$ cat config.mk
export PLATFORM = sky130hd
export DESIGN_NAME = lzwse_out_fifo
export DESIGN_NICKNAME = d
export VERILOG_FILES = /design/src/rtl/lzwse_pkg.sv /design/src/rtl/lzwse_out_fifo.sv
export SDC_FILE = /design/constraint.sdc
export NUM_CORES = 1
export LEC_CHECK = 0
export BUFFER_PORTS_ARGS = -buffer_cell sky130_fd_sc_hd__clkbuf_2
export CORE_MARGIN = 4
export CORE_UTILIZATION = 45
export DETAILED_ROUTE_END_ITERATION = 8
export MAX_ROUTING_LAYER = met4
export PLACE_DENSITY = 0.67
export SLEW_MARGIN = 10
export SYNTH_ARGS = -nofsm -noshare
export SYNTH_HDL_FRONTEND = slang
export SYNTH_SLANG_ARGS = --single-unit
$ cat constraint.sdc
create_clock -name clk -period 2.09 [get_ports clk]
set_input_delay 0.209 -clock clk [delete_from_list [all_inputs] [get_ports clk]]
set_output_delay 0.209 -clock clk [all_outputs]
set_load 0.02 [all_outputs]
$ cat src/rtl/lzwse_pkg.sv
// Shared types and constants of the LZW stream encoder.
// Request and result structs, code constants. No dependencies.
package lzwse_pkg;

	// width of an emitted code and size of the byte alphabet
	localparam int CODE_BITS  = 12;
	localparam int ALPHA_SIZE = 256;

	// terminate code that closes every stream
	localparam logic [CODE_BITS-1:0] TERM_CODE = CODE_BITS'(ALPHA_SIZE);

	// generation tag width for dictionary entries
	localparam int EPOCH_BITS = 4;

	// one input request: a byte and the end of stream flag
	typedef struct packed {
		logic [7:0] data_byte;
		logic       final_byte;
	} in_item_t;

	// one result: code plus framing flags
	typedef struct packed {
		logic [CODE_BITS-1:0] code_word;
		logic                 last_of_run;
		logic                 stream_done;
	} out_item_t;

endpackage

$ cat src/rtl/lzwse_out_fifo.sv
// Small result queue between the encoder engine and the output channel.
// Depends on lzwse_pkg for the result struct.
module lzwse_out_fifo
	import lzwse_pkg::*;
(
	input  logic      clk,
	input  logic      arst_n,
	input  logic      push,
	input  out_item_t push_item,
	output logic      full,
	output logic      code_valid,
	input  logic      code_stall,
	output out_item_t code
);

	localparam int DEPTH = 4;
	localparam int PTR_W = $clog2(DEPTH);
	localparam int CNT_W = $clog2(DEPTH + 1);
	localparam logic [CNT_W-1:0] CNT_FULL = CNT_W'(DEPTH);

	out_item_t          slot_q [DEPTH];
	logic [PTR_W-1:0]   wr_ptr_q;
	logic [PTR_W-1:0]   rd_ptr_q;
	logic [CNT_W-1:0]   count_q;
	logic               pop;

	// status and read side
	assign full       = (count_q == CNT_FULL);
	assign code_valid = (count_q != '0);
	assign code       = slot_q[rd_ptr_q];
	assign pop        = code_valid && !code_stall;

	// pointers and occupancy
	always_ff @(posedge clk or negedge arst_n) begin
		if (!arst_n) begin
			wr_ptr_q <= '0;
			rd_ptr_q <= '0;
			count_q  <= '0;
		end else begin
			if (push) begin
				wr_ptr_q <= wr_ptr_q + 1'b1;
			end
			if (pop) begin
				rd_ptr_q <= rd_ptr_q + 1'b1;
			end
			if (push && !pop) begin
				count_q <= count_q + 1'b1;
			end else if (pop && !push) begin
				count_q <= count_q - 1'b1;
			end
		end
	end

	// storage
	always_ff @(posedge clk) begin
		if (push) begin
			slot_q[wr_ptr_q] <= push_item;
		end
	end

	a_count_bound: assert property (@(posedge clk) disable iff (!arst_n)
		count_q <= CNT_FULL)
		else $error("result queue occupancy out of range");

	a_count_up: assert property (@(posedge clk) disable iff (!arst_n)
		(push && !pop) |=> (count_q == $past(count_q) + 1'b1))
		else $error("result queue did not grow on push");

	a_count_down: assert property (@(posedge clk) disable iff (!arst_n)
		(pop && !push) |=> (count_q == $past(count_q) - 1'b1))
		else $error("result queue did not shrink on pop");

endmodule

==> results of run 1 <==
==> worst max-delay path, stage by stage, from the launching register on <==
cell and delay (ns):
dfrtp_2 0.45, nor3_4 0.18, or2_2 0.17, ha_2 0.20, inv_1 0.06, fa_1 0.37
xor2_1 0.18, nor2_1 0.12, xor2_1 0.18
==> state kept, by name, summed over array words and instances, names as in the netlist <==
name,count
count_q,3
rd_ptr_q,2
slot_q,56
wr_ptr_q,2
==> cell usage after synthesis, drive strengths merged <==
cell type	instances	area, um2
edfxtp	56	1680
mux4	14	338
dfrtp	7	175
ha	5	62.6
and2	4	25.0
inv	4	15.0
xor2	4	35.0
buf	3	36.3
nor3b	2	20.0
xnor2	2	17.5
fa	1	20.0
mux2	1	11.3
nand2	1	3.75
nor2	1	3.75
nor3	1	5.00
o21ai	1	5.00
or2	1	6.26
==> worst max-delay path by stage <==
stage / from / end / cells after the start
6_report: count_q[1] / count_q[2] / 8
5_1_grt: count_q[1] / count_q[2] / 8
4_1_cts: count_q[0] / count_q[2] / 8
3_5_place_dp: count_q[0] / count_q[2] / 8
3_3_place_gp: count_q[0] / count_q[2] / 8
2_1_floorplan: count_q[0] / count_q[2] / 8
==> through the flow <==
stage,power [mW],hold slack [ns]
2_1_floorplan,2.77,-0.0866
3_3_place_gp,3.12,0.0494
3_5_place_dp,3.19,0.0572
4_1_cts,4.13,0.0833
5_1_grt,4.35,0.0813
6_report,4.12,0.103
==> per-layer routing <==
layer	track usage	vias to the layer above
met5	-	-
met4	0.0814	0
met3	0.0526	8
met2	0.228	30
met1	0.155	589
li1	-	539
==> what timing repair did <==
action                                 in CTS  in global routing
pin swaps                                   0                  1
buffers inserted                            0                  2
setup endpoints to repair                   1                  2
hold buffers                                1                  0
gates resized for setup                     1                  4
endpoints found under the hold margin       7                  0
==> final cells by class <==
class,count,share of cell area
multi-input cells,38,0.192
repair buffers,43,0.0834
clock buffers,16,0.0610
flip-flops and latches,63,0.629
well taps,70,0.0296
inverters,4,0.00508
==> power breakdown <==
| part | internal, mW | switching, mW |
|---|---|---|
| clock | 0.531 | 0.405 |
| combinational | 0.621 | 0.710 |
| sequential | 1.67 | 0.179 |
| total | 2.82 | 1.29 |
==> logic make-up after synthesis <==
logic type,Yosys count,share of synthesized area
AND/OR/NAND/NOR,10,0.0259
buffers and inverters,7,0.0208
flip-flops,63,0.754
multiplexers,15,0.142
XOR/XNOR,6,0.0214
adder cells (fa/ha/maj),6,0.0336
AO/OA/AOI/OAI,1,0.00203
==> key figures, run 1 <==
Timing
  – FMAX: 505 MHz
  – Slew Viols, Final: 0
  – Count of final setup violators: 0
  – Max transition margin: 0.545
  – Skew final: 0.00543 ns
  – RSZ-0062 raised after global routing: false
  – Tcrit/Tclk final: 0.947
  – Final Hold Vio Count: 0
  – Slew @ Worst Pin: 0.683 ns
  – Setup tns final: 0 ns
  – Final worst slack: 0.112 ns
  – Tmin final: 1.98 ns

GRT
  – First-pass GRT wire length: 6.42 mm
  – Largest net degree at the start of global routing: 16
  – Initial antenna violation count: 0
  – GRT overflow: 0
  – Vias in the first global route: 1,236
  – Tot GR Track Use: 0.143

Yosys
  – Synth unique cells: 21
  – Syn_area_per_cell: 22.8 um2
  – Syn nets: 132
  – Gate Count Post-Synth: 108
  – Number of synthesized register bits: 63
  – Synth warn: 0
  – Register area share after synthesis: 0.754
  – Synthesized area: 0.00246 mm2

Worst setup path
  – FF-to-FF End: count_q[2]
  – Crit end category: register
  – Max FO, Critical Path: 4
  – Crit path arrival time: 2.21 ns
  – Reg2reg path depth: 8
  – Critical setup path kind: reg2reg
  – Worst R2R Start: count_q[1]
  – CP required: 2.32 ns
  – Flop2flop setup slack: 0.11 ns
  – CP Launch Type: register

Clocking
  – CTS tree: done
  – H-tree levels: 3
  – Clk Tree Root Cell: clkbuf_8
  – CTS Buf Count: 9
  – Clk Latency, worst-skew pair: 0.32 ns
  – Worst-path clk slew: 0.06 ns
  – # clock sinks: 63
  – Clk buf depth: 2

Routing
  – Routed Wire Length: 3.95 mm
  – Max Used Layer: met4
  – Initial drt markers: 53
  – Per-cell routed wire length: 16.9 um
  – DRC violations left: 0
  – Wl on met1: 1.58 mm
  – First-pass iteration count of the detailed router: 4
  – Met2 wire len: 2.13 mm
  – Vias after detailed routing: 1,166
  – Metal3 WL: 166 um
  – Vias/cell: 4.98
  – Antenna Violating Nets Remaining: 0

Hold path
  – Min-delay src: push_item[10]
  – Class of the worst hold path: in2reg
  – Hold path depth: 1
  – Hold Path End: slot_q[0][10]

Pwr
  – Peak VDD IR: 701 uV
  – PwrDens: 1390 mW/mm2
  – Leakage power figure: 1.10 nW

Cells and area
  – Antenna diode count: 0
  – Most frequent cells in the layout: edfxtp_1, clkbuf_2, clkbuf_8, mux4_2, buf_4
  – Area growth from synthesis to final layout: 20.0%
  – Finished Layout Cells: 234
  – Post-layout util: 0.568
  – Fill cells: 428
  – Commonest non-fill, non-tap cell in the layout: edfxtp_1
  – Final Net Count: 183
  – Design area: 0.00295 mm2
  – Fraction of layout cells with a size suffix above 1: 0.415
  – Sequential Area: 0.00186 mm2
  – Multi-input gate area: 567 um2

Flow run
  – Max Cap Violations: 0

Placed design
  – Number of cells after detailed placement: 215
  – # port buffers: 33
  – Detailed Place HPWL: 2.67 mm
  – GP Congestion: 0.670
  – Place WS: -0.0527 ns
  – Placed Area: 0.00273 mm2

Floorplanning
  – Core area: 0.00520 mm2
  – Initial Util: 0.473
  – Die outline height: 82.0 um
  – I/O pin count: 34
  – FP Rows: 26
  – Die area: 0.00672 mm2
  – Chip width: 82.0 um

Status
  – Status: complete, no violations
Note: power is estimated with default switching activity, not from simulation.
==> run 2: changes to the inputs <==
Settings changed: CELL_PAD_IN_SITES_DETAIL_PLACEMENT set to 0, CELL_PAD_IN_SITES_GLOBAL_PLACEMENT set to 1, CORE_UTILIZATION 45 to 44, PLACE_DENSITY 0.67 to 0.74.
==> run 2 against run 1 <==
Critical path depth stayed put; register-to-register slack lost 0.02 ns; critical endpoint unchanged; combinational power is essentially flat; sequential share of layout area is 0.78 points higher; die area up 2.0%; worst hold slack got worse by 0.0076 ns; global-route usage barely moved; first-iteration DRC count increased by 43%; utilization decreased by 1.4 points; total power fell by 2.4%; sequential power is essentially flat; cell count shrank 0.43%.
==> key figures, run 2 (synthesis results as in run 1) <==
Cells and area
  – Final Net Count: 182 (-0.55%)
  – Multi-input gate area: 558 um2 (-1.5%)
  – Number of flip-flops in the largest register: 56 (unchanged)
  – Area growth from synthesis to final layout: 18.6%
  – Most flop-heavy register: slot_q
  – Regs by FF count: slot_q (56), count_q (3)
  – Fraction of layout cells with a size suffix above 1: 0.423 (+0.00868)
  – Commonest non-fill, non-tap cell in the layout: edfxtp_1
  – Fill cells: 426 (-0.47%)
  – Finished Layout Cells: 233 (-0.43%)
  – Sequential Area: 0.00186 mm2 (unchanged)
  – Most frequent cells in the layout: edfxtp_1, clkbuf_2, clkbuf_8, mux4_2, buf_4
  – Antenna diode count: 0 (unchanged)

Clocking
  – Postcts setup bufs: 0 (unchanged)
  – # clock sinks: 63 (unchanged)
  – Clk buf depth: 2 (unchanged)
  – CTS Buf Count: 9 (unchanged)
  – Clk Tree Root Cell: clkbuf_8
  – H-tree levels: 3 (unchanged)
  – Worst-path clk slew: 0.07 ns (about the same)
  – CTS tree: done
  – Clk Latency, worst-skew pair: 0.33 ns (about the same)

Routing
  – Routed Wire Length: 4.09 mm (+3.6%)
  – Per-cell routed wire length: 17.6 um (+4.1%)
  – Vias/cell: 5.06 (+1.6%)
  – Vias after detailed routing: 1,180 (+1.2%)
  – Antenna Violating Nets Remaining: 0 (unchanged)
  – DRC violations left: 0 (unchanged)
  – Initial drt markers: 76 (+43%)
  – First-pass iteration count of the detailed router: 4 (unchanged)

GRT
  – Tot GR Track Use: 0.144 (about the same)
  – First-pass GRT wire length: 6.49 mm (+1.1%)
  – GRT overflow: 0 (unchanged)
  – Largest net degree at the start of global routing: 15 (-1)
  – Vias in the first global route: 1,286 (+4.0%)
  – Initial antenna violation count: 0 (unchanged)

Placed design
  – Number of cells after detailed placement: 216 (+0.47%)
  – Place WS: 0.0518 ns (+0.104 ns)
  – GP Congestion: 0.784 (+17%)
  – # port buffers: 33 (unchanged)
  – Detailed Place HPWL: 2.86 mm (+7.1%)

Flow run
  – Max Cap Violations: 0 (unchanged)

Floorplanning
  – Core area: 0.00527 mm2 (+1.2%)
  – FP Rows: 26 (unchanged)
  – Die outline height: 82.8 um (+1.0%)
  – Initial Util: 0.467 (-0.00584)
  – Chip width: 82.8 um (+1.0%)
  – I/O pin count: 34 (unchanged)
  – Die area: 0.00685 mm2 (+2.0%)

Timing
  – FMAX: 500 MHz (-1.0%)
  – Final Hold Vio Count: 0 (unchanged)
  – Final worst slack: 0.0912 ns (-0.0203 ns)
  – Count of final setup violators: 0 (unchanged)
  – Slew @ Worst Pin: 0.376 ns (-0.307 ns)
  – RSZ-0062 raised after global routing: false
  – Max transition margin: 0.749 (+0.204)
  – Slew Viols, Final: 0 (unchanged)
  – Skew final: 0.00591 ns (+0.000474 ns)
  – Tcrit/Tclk final: 0.956 (+0.00973)
  – Setup tns final: 0 ns (unchanged)
  – Tmin final: 2.00 ns (+0.0203 ns)

Pwr
  – Peak VDD IR: 675 uV (-3.7%)
  – PwrDens: 1380 mW/mm2 (-1.2%)
  – Sw Share: 0.331 (+0.0164)
  – Psw: 1.33 mW (+2.7%)
  – Internal: 2.69 mW (-4.7%)
  – Leakage power figure: 1.09 nW (-1.1%)
  – Sequential share of power: 0.457 (+0.007)
  – Logic gate share of total power: 0.329 (+0.006)
  – Clock power share: 0.214 (-0.013)

Worst setup path
  – Max FO, Critical Path: 4 (unchanged)
  – Crit end category: register
  – CP Launch Type: register
  – Critical setup path kind: reg2reg
  – Reg2reg path depth: 8 (unchanged)
  – Crit path arrival time: 2.25 ns (+0.04 ns)
  – CP required: 2.34 ns (+0.02 ns)

Hold path
  – Hold path depth: 1 (unchanged)
  – Class of the worst hold path: in2reg

Status
  – Status: complete, no violations
==> run 2: worst max-delay path, stage by stage (launching register included) <==
cell and delay [ns]:
dfrtp_1 0.45, nor3_2 0.23, or2_2 0.16, ha_1 0.18, inv_1 0.06, fa_1 0.37, xor2_1 0.17, nor2_1 0.13
xor2_1 0.17
==> run 2: power groups by stage <==
stage / logic [mW] / clock network (mW) / registers, mW
finish: 1.32 / 0.862 / 1.84
global route: 1.45 / 0.951 / 1.87
CTS: 1.35 / 0.889 / 1.84
detailed placement: 1.34 / 0 / 1.86
global placement: 1.31 / 0 / 1.83
floorplan: 0.994 / 0 / 1.78
==> run 2: worst paths after layout <==
kind                                from       endpoint  slack (ns)
setup / recovery              count_q[0]     count_q[2]        0.09
hold / removal             push_item[13]  slot_q[2][13]         0.1
setup reg to reg              count_q[0]     count_q[2]        0.09
hold reg to reg               count_q[2]     count_q[2]        0.54
max in group asynchronous         arst_n    rd_ptr_q[0]        1.67
min in group asynchronous         arst_n    wr_ptr_q[0]        0.24
==> run 2: cell type report <==
| class | instances | share of cell area |
|---|---|---|
| flip-flops and latches | 63 | 0.637 |
| multi-input cells | 38 | 0.191 |
| repair buffers | 42 | 0.0806 |
| clock buffers | 9 | 0.0425 |
| well taps | 70 | 0.0300 |
| clock inverters | 7 | 0.0137 |
| inverters | 4 | 0.00515 |
==> run 2: what timing repair did <==
item                                   CTS  global route
endpoints found under the hold margin    7             0
gates resized for setup                  1             1
hold buffers                             1             0
setup endpoints to repair                1             1
==> run 2: routing by layer <==
metal | vias up | GRT usage | part of all wire
li1 | 541 | - | -
met1 | 602 | 0.152 | 0.38
met2 | 28 | 0.232 | 0.55
met3 | 9 | 0.0594 | 0.049
met4 | 0 | 0.0719 | 0.022
met5 | - | - | 0
==> run 2: per-stage QoR <==
stage          utilization  hold WS, ns  cell area (um2)  total power, mW
3_5_place_dp         0.519       0.0569             2740             3.21
2_1_floorplan            -      -0.0866             2460             2.77
4_1_cts              0.553       0.0775             2910             4.08
5_1_grt              0.554       0.0716             2920             4.27
6_report             0.554       0.0950             2920             4.02
3_3_place_gp         0.519       0.0550             2740             3.14
==> run 3: changes to the inputs <==
Settings changed: CELL_PAD_IN_SITES_DETAIL_PLACEMENT 0 to unset, CELL_PAD_IN_SITES_GLOBAL_PLACEMENT 1 to unset, CORE_UTILIZATION 44 to 50.
==> run 3 against run 2 <==
Critical path depth decreased by 5; highest routed layer unchanged; total power is 2.9% higher; global-route usage rose by 0.38 points; worst hold slack better by 0.0055 ns; register-to-register slack better by 0.04 ns; die area shrank 11%; first-iteration DRC count increased by 7.9%; design area grew 1.1%; flip-flop and latch count unchanged; largest cell class unchanged; utilization up 6.7 points; largest power group unchanged; clock skew rose by 0.0020 ns.
==> key figures, run 3 (synthesis results as in run 1) <==
GRT
  – First-pass GRT wire length: 6.29 mm (-3.1%)
  – Vias in the first global route: 1,274 (-0.93%)
  – Tot GR Track Use: 0.147 (+0.00382)
  – Initial antenna violation count: 0 (unchanged)
  – Largest net degree at the start of global routing: 15 (unchanged)
  – GRT overflow: 0 (unchanged)

Pwr
  – Psw: 1.30 mW (-2.5%)
  – Sw Share: 0.313 (-0.0175)
  – PwrDens: 1400 mW/mm2 (+1.8%)
  – Leakage power figure: 1.11 nW (+1.4%)
  – Clock power share: 0.232 (+0.018)
  – Sequential share of power: 0.441 (-0.016)
  – Peak VDD IR: 694 uV (+2.8%)
  – Logic gate share of total power: 0.327 (-0.002)
  – Internal: 2.84 mW (+5.6%)

Cells and area
  – Fill cells: 365 (-14%)
  – Commonest non-fill, non-tap cell in the layout: edfxtp_1
  – Most flop-heavy register: slot_q
  – Area growth from synthesis to final layout: 19.8%
  – Most frequent cells in the layout: edfxtp_1, clkbuf_2, clkbuf_8, mux4_2, buf_4
  – Fraction of layout cells with a size suffix above 1: 0.409 (-0.0148)
  – Number of flip-flops in the largest register: 56 (unchanged)
  – Regs by FF count: slot_q (56), count_q (3)
  – Finished Layout Cells: 231 (-0.86%)
  – Post-layout util: 0.620 (+0.0666)
  – Antenna diode count: 0 (unchanged)
  – Final Net Count: 183 (+0.55%)

Worst setup path
  – CP Launch Type: register
  – Crit end category: output port
  – Critical setup path kind: reg2out
  – Max FO, Critical Path: 12 (+8)
  – Reg2reg path depth: 8 (unchanged)
  – Flop2flop setup slack: 0.14 ns (+0.04 ns)
  – Crit path arrival time: 1.75 ns (-0.50 ns)
  – CP required: 1.88 ns (-0.46 ns)

Hold path
  – Class of the worst hold path: in2reg
  – Hold path depth: 1 (unchanged)

Timing
  – Slew @ Worst Pin: 0.387 ns (+0.0110 ns)
  – Setup tns final: 0 ns (unchanged)
  – FMAX: 512 MHz (+2.2%)
  – Final Hold Vio Count: 0 (unchanged)
  – Max transition margin: 0.742 (-0.00732)
  – Tmin final: 1.95 ns (-0.0439 ns)
  – Slew Viols, Final: 0 (unchanged)
  – Tcrit/Tclk final: 0.935 (-0.0210)
  – Skew final: 0.00794 ns (+0.00203 ns)
  – RSZ-0062 raised after global routing: false
  – Count of final setup violators: 0 (unchanged)

Status
  – Status: complete, no violations

Routing
  – Routed Wire Length: 3.90 mm (-4.6%)
  – Initial drt markers: 82 (+7.9%)
  – Antenna Violating Nets Remaining: 0 (unchanged)
  – DRC violations left: 0 (unchanged)
  – First-pass iteration count of the detailed router: 4 (unchanged)
  – Vias/cell: 5.01 (-1.0%)
  – Vias after detailed routing: 1,158 (-1.9%)
  – Per-cell routed wire length: 16.9 um (-3.8%)

Placed design
  – GP Congestion: 0.698 (-11%)
  – # port buffers: 33 (unchanged)
  – Number of cells after detailed placement: 212 (-1.9%)
  – Detailed Place HPWL: 2.58 mm (-9.8%)

Clocking
  – Clk buf depth: 2 (unchanged)
  – Clk Tree Root Cell: clkbuf_8
  – Worst-path clk slew: 0.07 ns (about the same)
  – CTS tree: done
  – # clock sinks: 63 (unchanged)
  – CTS Buf Count: 9 (unchanged)
  – H-tree levels: 3 (unchanged)
  – Clk Latency, worst-skew pair: 0.33 ns (about the same)

Floorplanning
  – Initial Util: 0.518 (+0.0506)
  – Die outline height: 78.2 um (-5.6%)
  – Core area: 0.00475 mm2 (-9.8%)
  – Chip width: 78.2 um (-5.6%)
  – FP Rows: 25 (-3.8%)
  – I/O pin count: 34 (unchanged)
  – Die area: 0.00611 mm2 (-11%)

Flow run
  – Max Cap Violations: 0 (unchanged)
## run 3: cell count changes in the layout (fill, tap and decap cells not counted)
cell and change:
buf_12 +1, bufinv_16 +1, clkbuf_1 +1, clkinv_1 +2, clkinv_2 -2, clkinv_4 -1, clkinvlp_4 -1
## run 3: critical path: stages, from the launching register on
cell and delay (ns):
dfrtp_1 0.49, buf_12 0.20, mux4_1 0.55, clkbuf_2 0.17
## run 3: timing repair
item / 4_1_cts / 5_1_grt
gates resized for setup: 0 / 2
endpoints found under the setup margin: 0 / 1
endpoints found under the hold margin: 7 / 0
hold buffers: 1 / 0
buffers inserted: 0 / 2
## run 3: layer usage
| metal | GRT usage | vias to the layer above | share of wire |
|---|---|---|---|
| met1 | 0.166 | 587 | 0.41 |
| met4 | 0.0892 | 0 | 0.014 |
| met2 | 0.241 | 24 | 0.53 |
| met5 | - | - | 0 |
| met3 | 0.0333 | 9 | 0.045 |
| li1 | - | 538 | - |
## run 3: cell type report
cell class	instances	area (um2)	area share
clock buffer	10	128	0.0433
clock inverter	6	51.3	0.0174
inverter	4	15.0	0.00509
multi-input combinational	38	558	0.189
sequential	63	1860	0.630
tap	67	83.8	0.0284
timing repair buffer	43	255	0.0866
## run 3: power by group through the flow
stage	Combinational, mW	Clock (mW)	Sequential, mW
floorplan	0.994	0	1.78
global placement	1.31	0	1.82
detailed placement	1.35	0	1.85
CTS	1.35	0.979	1.83
global route	1.47	1.04	1.85
finish	1.35	0.959	1.82
## run 3: final timing paths
path | to | startpoint
setup / recovery | code[13] | rd_ptr_q[0]
hold / removal | slot_q[0][2] | push_item[2]
setup reg to reg | count_q[2] | count_q[0]
hold reg to reg | count_q[2] | count_q[2]
max in group asynchronous | count_q[0] | arst_n
min in group asynchronous | count_q[2] | arst_n
## run 3: stage by stage
step	power (mW)	setup slack, ns	instance area [um2]	hold slack (ns)
floorplan	2.77	0.133	2460	-0.0866
detailed placement	3.20	0.0453	2740	0.0584
global placement	3.13	0.224	2740	0.0514
CTS	4.15	0.0419	2930	0.0887
global route	4.36	0.00306	2950	0.0932
finish	4.14	0.135	2950	0.101
